**config.mk**
```make
export PLATFORM = sky130hd
export DESIGN_NAME = process_scheduler_select
export DESIGN_NICKNAME = d
export VERILOG_FILES = /design/src/hdl/psched_pkg.sv /design/src/hdl/process_scheduler_select.sv
export SDC_FILE = /design/constraint.sdc
export NUM_CORES = 1
export LEC_CHECK = 0
export BUFFER_PORTS_ARGS = -buffer_cell sky130_fd_sc_hd__buf_2
export CORE_MARGIN = 10
export CORE_UTILIZATION = 30
export CTS_CLUSTER_SIZE = 30
export DETAILED_ROUTE_END_ITERATION = 16
export PLACE_DENSITY_LB_ADDON = 0.25
export SLEW_MARGIN = 20
export SYNTH_ARGS = -nofsm -noshare
export SYNTH_HDL_FRONTEND = slang
export SYNTH_SLANG_ARGS = --single-unit
```
**constraint.sdc**
```tcl
create_clock -name clock -period 18.65 [get_ports clock]
set_input_delay 0 -clock clock [delete_from_list [all_inputs] [get_ports clock]]
set_output_delay 0 -clock clock [all_outputs]
set_load 0.03 [all_outputs]
```
**src/hdl/psched_pkg.sv**
```systemverilog
// Shared types, codes and sizes for the process scheduler select block.
`default_nettype none

package psched_pkg;

   localparam int SLOTS  = 8;
   localparam int SLOT_W = (SLOTS > 1) ? $clog2(SLOTS) : 1;
   localparam int KEY_W  = 25;

   localparam logic FUNC_LOAD     = 1'b0;
   localparam logic FUNC_DISPATCH = 1'b1;

   localparam logic [1:0] POL_FIFO = 2'd0;
   localparam logic [1:0] POL_SJF  = 2'd1;
   localparam logic [1:0] POL_HPF  = 2'd2;
   localparam logic [1:0] POL_RR   = 2'd3;

   localparam logic [1:0] STAT_DISPATCHED = 2'd0;
   localparam logic [1:0] STAT_LOADED     = 2'd1;
   localparam logic [1:0] STAT_EMPTY      = 2'd2;

   localparam logic CSR_POLICY  = 1'b0;
   localparam logic CSR_QUANTUM = 1'b1;

   localparam logic [15:0] QUANTUM_RESET = 16'd3;

   typedef struct packed {
      logic        func;
      logic [2:0]  slot;
      logic [7:0]  proc_id;
      logic [15:0] burst_time;
      logic [7:0]  prio;
   } req_type;

   typedef struct packed {
      logic [1:0]  status;
      logic [2:0]  chosen_slot;
      logic [7:0]  chosen_id;
      logic [15:0] granted_time;
      logic        finished;
   } rsp_type;

   typedef enum logic [1:0] {
      ST_IDLE,
      ST_SCAN,
      ST_GRANT
   } state_type;

endpackage

`default_nettype wire

```
**src/hdl/process_scheduler_select.sv**
```systemverilog
// Process scheduler select: slot table, scan sequencer and config registers.
// A load request gives its response in the cycle after acceptance; one request per cycle
// while the output register is free. A dispatch scans all slots, one per cycle, through a
// shared key compare, then responds from the grant state; new requests wait until idle.
// The grant cycle holds while the output register is still full.
// Synchronous reset clears live marks, round-robin state, policy (fifo) and quantum (3).
`default_nettype none

module process_scheduler_select
   import psched_pkg::*;
(
   input  wire          clock,
   input  wire          reset,
   input  wire          req_valid,
   output logic         req_ready,
   input  wire req_type req_data,
   output logic         rsp_valid,
   input  wire          rsp_ready,
   output rsp_type      rsp_data,
   input  wire          psel,
   input  wire          penable,
   input  wire          pwrite,
   input  wire  [2:0]   paddr,
   input  wire  [31:0]  pwdata,
   output logic [31:0]  prdata,
   output logic         pready
);

   // slot table
   logic [7:0]       slot_id_ff    [SLOTS];
   logic [15:0]      slot_burst_ff [SLOTS];
   logic [7:0]       slot_prio_ff  [SLOTS];
   logic [SLOTS-1:0] live_ff, live_in;

   logic [1:0]  policy_ff, policy_in;
   logic [15:0] quantum_ff, quantum_in;
   logic [7:0]  last_id_ff, last_id_in;
   logic        have_last_ff, have_last_in;

   state_type   state_ff, state_in;
   logic [SLOT_W-1:0] idx_ff, idx_in;
   logic        found_ff, found_in;
   logic [KEY_W-1:0]  best_key_ff, best_key_in;
   logic [SLOT_W-1:0] best_slot_ff, best_slot_in;
   logic [7:0]  best_id_ff, best_id_in;
   logic [15:0] best_burst_ff, best_burst_in;

   logic        rsp_valid_ff, rsp_valid_in;
   rsp_type     rsp_data_ff, rsp_data_in;

   // table write port
   logic              tab_load;
   logic              tab_grant;
   logic [SLOT_W-1:0] load_idx;
   logic [15:0]       burst_wr_in;

   logic [7:0]        cur_id;
   logic [15:0]       cur_burst;
   logic [7:0]        cur_prio;
   logic              cur_wrap;
   logic [KEY_W-1:0]  cur_key;
   logic              take;
   logic              out_free;
   logic              req_acc;
   logic [15:0]       eff_quantum;
   logic              cfg_wr;

   assign pready    = 1'b1;
   assign rsp_valid = rsp_valid_ff;
   assign rsp_data  = rsp_data_ff;
   assign out_free  = !rsp_valid_ff || rsp_ready;
   assign req_acc   = req_valid && req_ready;
   assign load_idx  = SLOT_W'(req_data.slot);
   assign cfg_wr    = psel && penable && pwrite && pready;

   always_comb begin
      unique case (paddr[2])
         CSR_POLICY:  prdata = {30'd0, policy_ff};
         CSR_QUANTUM: prdata = {16'd0, quantum_ff};
         default:     prdata = 32'd0;
      endcase
   end

   // shared compare unit: key of the slot under the scan pointer
   always_comb begin
      cur_id    = slot_id_ff[idx_ff];
      cur_burst = slot_burst_ff[idx_ff];
      cur_prio  = slot_prio_ff[idx_ff];
      // ids at or below the last one served sort after all others
      cur_wrap  = !(have_last_ff && (cur_id > last_id_ff));
      unique case (policy_ff)
         POL_SJF: cur_key = {1'b0, cur_burst, cur_id};
         POL_HPF: cur_key = {1'b0, 8'd0, cur_prio, cur_id};
         POL_RR:  cur_key = {cur_wrap, 16'd0, cur_id};
         default: cur_key = {1'b0, 16'd0, cur_id};
      endcase
      take = live_ff[idx_ff] && (!found_ff || (cur_key < best_key_ff));
   end

   assign eff_quantum = (quantum_ff == 16'd0) ? 16'd1 : quantum_ff;

   always_comb begin
      state_in      = state_ff;
      idx_in        = idx_ff;
      found_in      = found_ff;
      best_key_in   = best_key_ff;
      best_slot_in  = best_slot_ff;
      best_id_in    = best_id_ff;
      best_burst_in = best_burst_ff;
      live_in       = live_ff;
      last_id_in    = last_id_ff;
      have_last_in  = have_last_ff;
      rsp_valid_in  = rsp_valid_ff && !rsp_ready;
      rsp_data_in   = rsp_data_ff;
      tab_load      = 1'b0;
      tab_grant     = 1'b0;
      burst_wr_in   = best_burst_ff;
      req_ready     = 1'b0;

      unique case (state_ff)
         ST_IDLE: begin
            req_ready = out_free;
            if (req_acc) begin
               if (req_data.func == FUNC_LOAD) begin
                  // drop writes to slots beyond the table
                  if (int'(req_data.slot) < SLOTS) begin
                     tab_load          = 1'b1;
                     live_in[load_idx] = (req_data.burst_time != 16'd0);
                  end
                  rsp_valid_in = 1'b1;
                  rsp_data_in  = '0;
                  rsp_data_in.status = STAT_LOADED;
               end else begin
                  idx_in   = '0;
                  found_in = 1'b0;
                  state_in = ST_SCAN;
               end
            end
         end
         ST_SCAN: begin
            if (take) begin
               found_in      = 1'b1;
               best_key_in   = cur_key;
               best_slot_in  = idx_ff;
               best_id_in    = cur_id;
               best_burst_in = cur_burst;
            end
            if (idx_ff == SLOT_W'(SLOTS - 1)) begin
               state_in = ST_GRANT;
            end else begin
               idx_in = idx_ff + SLOT_W'(1);
            end
         end
         ST_GRANT: begin
            // hold until the output register can take the response
            if (out_free) begin
               rsp_valid_in = 1'b1;
               rsp_data_in  = '0;
               state_in     = ST_IDLE;
               if (!found_ff) begin
                  rsp_data_in.status = STAT_EMPTY;
               end else begin
                  tab_grant = 1'b1;
                  rsp_data_in.status      = STAT_DISPATCHED;
                  rsp_data_in.chosen_slot = 3'(best_slot_ff);
                  rsp_data_in.chosen_id   = best_id_ff;
                  if ((policy_ff == POL_RR) && (eff_quantum < best_burst_ff)) begin
                     burst_wr_in              = best_burst_ff - eff_quantum;
                     rsp_data_in.granted_time = eff_quantum;
                     rsp_data_in.finished     = 1'b0;
                  end else begin
                     burst_wr_in              = 16'd0;
                     live_in[best_slot_ff]    = 1'b0;
                     rsp_data_in.granted_time = best_burst_ff;
                     rsp_data_in.finished     = 1'b1;
                  end
                  if (policy_ff == POL_RR) begin
                     last_id_in   = best_id_ff;
                     have_last_in = 1'b1;
                  end
               end
            end
         end
         default: state_in = ST_IDLE;
      endcase
   end

   always_comb begin
      policy_in  = policy_ff;
      quantum_in = quantum_ff;
      if (cfg_wr) begin
         unique case (paddr[2])
            CSR_POLICY:  policy_in  = pwdata[1:0];
            CSR_QUANTUM: quantum_in = pwdata[15:0];
            default:     policy_in  = policy_ff;
         endcase
      end
   end

   always_ff @(posedge clock) begin
      if (reset) begin
         state_ff     <= ST_IDLE;
         live_ff      <= '0;
         last_id_ff   <= 8'd0;
         have_last_ff <= 1'b0;
         policy_ff    <= POL_FIFO;
         quantum_ff   <= QUANTUM_RESET;
         rsp_valid_ff <= 1'b0;
         found_ff     <= 1'b0;
         idx_ff       <= '0;
      end else begin
         state_ff     <= state_in;
         live_ff      <= live_in;
         last_id_ff   <= last_id_in;
         have_last_ff <= have_last_in;
         policy_ff    <= policy_in;
         quantum_ff   <= quantum_in;
         rsp_valid_ff <= rsp_valid_in;
         found_ff     <= found_in;
         idx_ff       <= idx_in;
      end
   end

   always_ff @(posedge clock) begin
      best_key_ff   <= best_key_in;
      best_slot_ff  <= best_slot_in;
      best_id_ff    <= best_id_in;
      best_burst_ff <= best_burst_in;
      rsp_data_ff   <= rsp_data_in;
   end

   always_ff @(posedge clock) begin
      if (tab_load) begin
         slot_id_ff[load_idx]    <= req_data.proc_id;
         slot_burst_ff[load_idx] <= req_data.burst_time;
         slot_prio_ff[load_idx]  <= req_data.prio;
      end else if (tab_grant) begin
         slot_burst_ff[best_slot_ff] <= burst_wr_in;
      end
   end

endmodule

`default_nettype wire

```
### Word level (Yosys, flattened, before mapping)

Memory sizes are Yosys's and may differ from the RTL's. A register that Yosys moved wholly into a read port is not among the register bits.
Cells that the tools add are included.

| cells by class | value |
|---|---|
| add/subtract/negate cells | 2 |
| order comparisons | 8 |
| equality and inequality tests | 15 |
| mux-type cells | 65 |
| bitwise gates (word level) | 3 |
| reduce and logical (&&, ||, !) cells | 30 |

Operators by type and width:

| cell | count |
|---|---|
| $mux W16 | 6 |
| $mux W30 | 3 |
| $pmux W25 S3 | 1 |
| $pmux W32 S2 | 1 |
| $pmux W30 S2 | 1 |
| $mux W8 | 5 |
| $mux W3 | 10 |
| $mux W28 | 1 |
| $lt A25 B25 Y1 | 1 |
| $mux W1 | 22 |
| $reduce_and A4 Y1 | 5 |
| $ne A2 B2 Y1 const B | 9 |
| $mux W17 | 1 |
| $logic_not A16 Y1 | 1 |
| $lt A16 B16 Y1 | 1 |
| $pmux W8 S2 | 1 |
| $reduce_bool A16 Y1 | 1 |
| $reduce_or A16 Y1 | 1 |
| $sub A16 B16 Y16 | 1 |
| $lt A3 B4 Y1 const B | 3 |
| $mux W2 | 5 |
| $logic_and A1 B1 Y1 | 9 |
| $and A8 B8 Y8 | 1 |
| $bwmux W8 | 1 |
| 19 further kinds | 32 |

| word-level totals | value |
|---|---|
| bits in registers | 124 |
| bits in writable memories | 256 |
| input bits | 78 |
| output and inout bits | 65 |
| logic and storage cells | 144 |
| memories | 3 |

Memories:

| name | words | width | rd ports | clocked after memory_dff | wr ports | RTL line | text |
|---|---|---|---|---|---|---|---|
| slot_burst_ff | 8 | 16 | 1 | 1 | 1 | process_scheduler_select.sv:31 | `logic [15:0] slot_burst_ff [SLOTS];` |
| slot_id_ff | 8 | 8 | 1 | 1 | 1 | process_scheduler_select.sv:30 | `logic [7:0] slot_id_ff [SLOTS];` |
| slot_prio_ff | 8 | 8 | 1 | 1 | 1 | process_scheduler_select.sv:32 | `logic [7:0] slot_prio_ff [SLOTS];` |

### Logic depth before layout (Yosys ltp)

| logic depth | value |
|---|---|
| depth after elaboration | 10 |
| depth in mapped cells | 17 |
| depth with buffers taken out | 14 |

### Least setup slack after synthesis

Ideal clock, no wire load.

| timing path | value |
|---|---|
| path type | register to register |
| start | reg (tool-made name) |
| end | reg best_burst_ff[0] (enable) |
| setup time | 0.472 ns |
| arrival | 5.851 ns |
| required time | 18.178 ns |
| path slack | 12.327 ns |
| stages on the path, launching flop included | 18 |
| buffers on the path | 3 |
| period minus slack after synthesis | 6.323 ns |
| cell sequence | dfxtp_1 > buf_6 > buf_2 > buf_2 > mux4_2 > mux2_2 > ha_1 > and3_1 > nor2b_1 > o31a_1 > o21ai_0 > nand2_1 > a31oi_1 > ha_1 > a21oi_1 > o21a_1 > o21ai_0 > a31oi_1 |

RTL lines:

| what | RTL line | text |
|---|---|---|
| end signal: assignment | process_scheduler_select.sv:228 | `best_burst_ff <= best_burst_in;` |
| end: declaration | process_scheduler_select.sv:46 | `logic [15:0] best_burst_ff, best_burst_in;` |

==> run summary <==
status: completed
H-tree depth: 2
EDFF count, synth: 330
# IOs: 143
Post-Syn Instances: 1125
leading cell type in the layout, fill and taps excluded: edfxtp_1
worst skew pair latency: 0.55 ns
n_diodes: 0
RSZ-0062 raised after global routing: false
Layout Nets: 1415
pin count of the biggest net entering global routing: 54
layout cells sized above 1: 22.3%
TritonCTS clock tree: done
Hold Path Class: in2reg
Starting DRT DRC Count: 552
Residual DRC: 0
internal power: 1.38 mW
chip height: 255 um
Yosys Warn Count: 0
Post-Syn Area: 0.0165 mm2
final setup fails: 0
Post-synth ARST share: 0%
gpl congestion: 0.803
mean area per synthesized cell: 14.7 um2
Final Cycle Share: 30.4%
vias in the first global route: 10.1k
Placeable Area: 0.0542 mm2
Final Hold Viols: 0
DR pass1 iterations: 5
clk slew on worst S/H paths: 0.06 ns
initial antenna violation count: 4
# Post-CTS Setup Buffers: 0
final wirelength: 41.9 mm
clk root buf: clkbuf_16
post-route ant nets: 0
Clk pwr share: 41.2%
Tmin final: 5.67 ns
area post-placement: 0.0179 mm2
CP Class: reg2reg
maximum vdd ir drop: 49.8 uV
Die ar.: 0.0649 mm2
crit end category: register
Post-CTS Resized: 0
worst setup margin: 12.98 ns
via count: 9902
Wirelength per Cell: 20.9 um
TritonCTS buffer count: 38
I/O Buffers: 107
fmax: 176 MHz
Main synth FF type: edfxtp_1
TNS Setup: 0 ns
relative slew slack: 33.3%
Setup WS pre-CTS: 12.76 ns
post-DR vias/cell: 4.93
Seq/Total Area, Yosys: 65.4%
Data required, critical path: 18.83 ns
Leak Pwr: 6.74 nW
Syn-to-layout area delta: 18.0%
Core Util, Final: 36.0%
GRT Residual Overflow: 0
Netlist cell types: 61
Longest Clk Path Bufs: 3
worst-path maximum fanout: 36
Initial Utilization: 30.5%
register share of total power: 52.8%
row count: 85
Arrival @ worst endpoint: 5.85 ns
PwrDens: 90.6 mW/mm2
CP startpoint kind: register
synthesis-stage register bit count: 375
gr usage total: 12.7%
Slew @ Worst Pin: 0.997 ns
Sw Ratio: 21.9%
commonest cells after routing, fill and taps aside: edfxtp_1, nand2_1, buf_2
DP HPWL: 27.9 mm
first-pass GRT wire length: 62.7 mm
Die Wd: 255 um
Sink Count: 375
Max-cap violations: 0
combinational share of power: 6.1%
cell area after layout: 0.0195 mm2
clk_skew: 0.0256 ns
switching power: 388 uW
Pins Over Slew Limit: 0
[final timing paths]
kind | from | endpoint | slack (ns) | cells after the start
worst max-delay path | register | best_slot_ff[2]$_DFFE_PP_ | 12.98 | 15
worst min-delay path | req_data[11] | slot_burst_ff[6][3]$_DFFE_PP_ | 0.02 | 3
worst max register to register | register | best_slot_ff[2]$_DFFE_PP_ | 12.98 | 15
worst min register to register | last_id_ff[7]$_SDFFE_PP0P_ | last_id_ff[7]$_SDFFE_PP0P_ | 0.45 | 2
[worst max-delay path, cell delays in order (launching register included)]
cell	delay, ns
dfxtp_4	0.74
buf_4	0.71
mux4_2	0.64
mux2i_4	0.25
ha_1	0.19
nor2b_1	0.04
o31a_1	0.23
o21ai_0	0.15
nand2_1	0.08
a31oi_1	0.32
ha_1	0.32
a21oi_1	0.16
o21a_1	0.14
o21ai_0	0.15
a31oi_4	0.64
buf_4	0.52
[routing by layer]
layer / vias up / wire [um] / global-route usage (%)
met5: - / 52 / 0
li1: 4586 / - / -
met3: 64 / 2650 / 2.79
met2: 266 / 19900 / 20.9
met1: 4978 / 18300 / 16.5
met4: 8 / 987 / 4.05
[cell type report]
class,count,area [um2]
repair buffers,174,1150
well taps,696,871
clock buffers,55,1020
clock inverters,10,144
inverters,53,199
flip-flops and latches,375,10800
multi-input cells,644,5320
fillers,5182,34700
[cells in the mapped netlist, drive strengths merged, types with 3 or more instances]
| cell | number | area, um2 |
|---|---|---|
| xnor2 | 4 | 35.0 |
| and3 | 14 | 87.6 |
| o31ai | 9 | 67.6 |
| a31oi | 4 | 25.0 |
| o41a | 3 | 33.8 |
| a221oi | 6 | 52.6 |
| or3 | 3 | 18.8 |
| o22a | 8 | 70.1 |
| a21o | 18 | 135 |
| a211o | 3 | 26.3 |
| nand3 | 11 | 55.1 |
| o21ai | 27 | 135 |
| o21bai | 4 | 30.0 |
| o22ai | 14 | 87.6 |
| ha | 50 | 626 |
| nor2 | 41 | 154 |
| nand2 | 124 | 465 |
| nand4 | 10 | 62.6 |
| nor3 | 16 | 85.1 |
| clkbuf | 33 | 124 |
| edfxtp | 330 | 9910 |
| nand3b | 7 | 52.6 |
| buf | 35 | 228 |
| mux2 | 25 | 282 |
| mux4 | 66 | 1490 |
| and2 | 15 | 93.8 |
| o41ai | 3 | 33.8 |
| xor2 | 6 | 52.6 |
| inv | 53 | 199 |
| a211oi | 6 | 50.1 |
| dfxtp | 45 | 901 |
| mux2i | 13 | 143 |
| a21oi | 66 | 338 |
| nor2b | 14 | 87.6 |
| o21a | 4 | 30.0 |
| nor4 | 9 | 62.6 |
| nand2b | 8 | 50.1 |
[state kept, by name, indices dropped and copies added (netlist names), 16 cells and up, named ones only]
| signal | count |
|---|---|
| slot_burst_ff | 128 |
| quantum_ff | 16 |
| slot_id_ff | 64 |
| best_burst_ff | 16 |
| best_key_ff | 25 |
| slot_prio_ff | 64 |
| rsp_data | 30 |
[logic make-up after synthesis]
family / synth area share [%]
AOI/OAI and AO/OA: 7.05
muxes: 11.6
and+or+nand+nor: 8.22
DFF: 65.4
other: 0.0454
buffers and inverters: 3.33
xor gates and xnor gates: 0.530
adders and majority gates: 3.90
[stage by stage]
step                cells  power (mW)  hold WS (ns)
floorplan            1140        1.02        0.0989
global placement     1899        1.05         0.237
detailed placement   1899        1.05         0.243
CTS                  2005        1.79       0.00140
global route         2007        1.83        0.0314
finish               2007        1.77        0.0155
[power by group through the flow]
stage / clock, mW / sequential (mW) / combinational, mW
finish: 0.728 / 0.933 / 0.107
global route: 0.781 / 0.934 / 0.117
CTS: 0.747 / 0.933 / 0.109
detailed placement: 0 / 0.951 / 0.101
global placement: 0 / 0.951 / 0.0998
floorplan: 0 / 0.951 / 0.0657
[what timing repair did]
item	in CTS	in global routing
setup endpoints to repair	0	0
hold buffers	41	2
endpoints found under the hold margin	168	16
(Power assumes the default switching activity.)
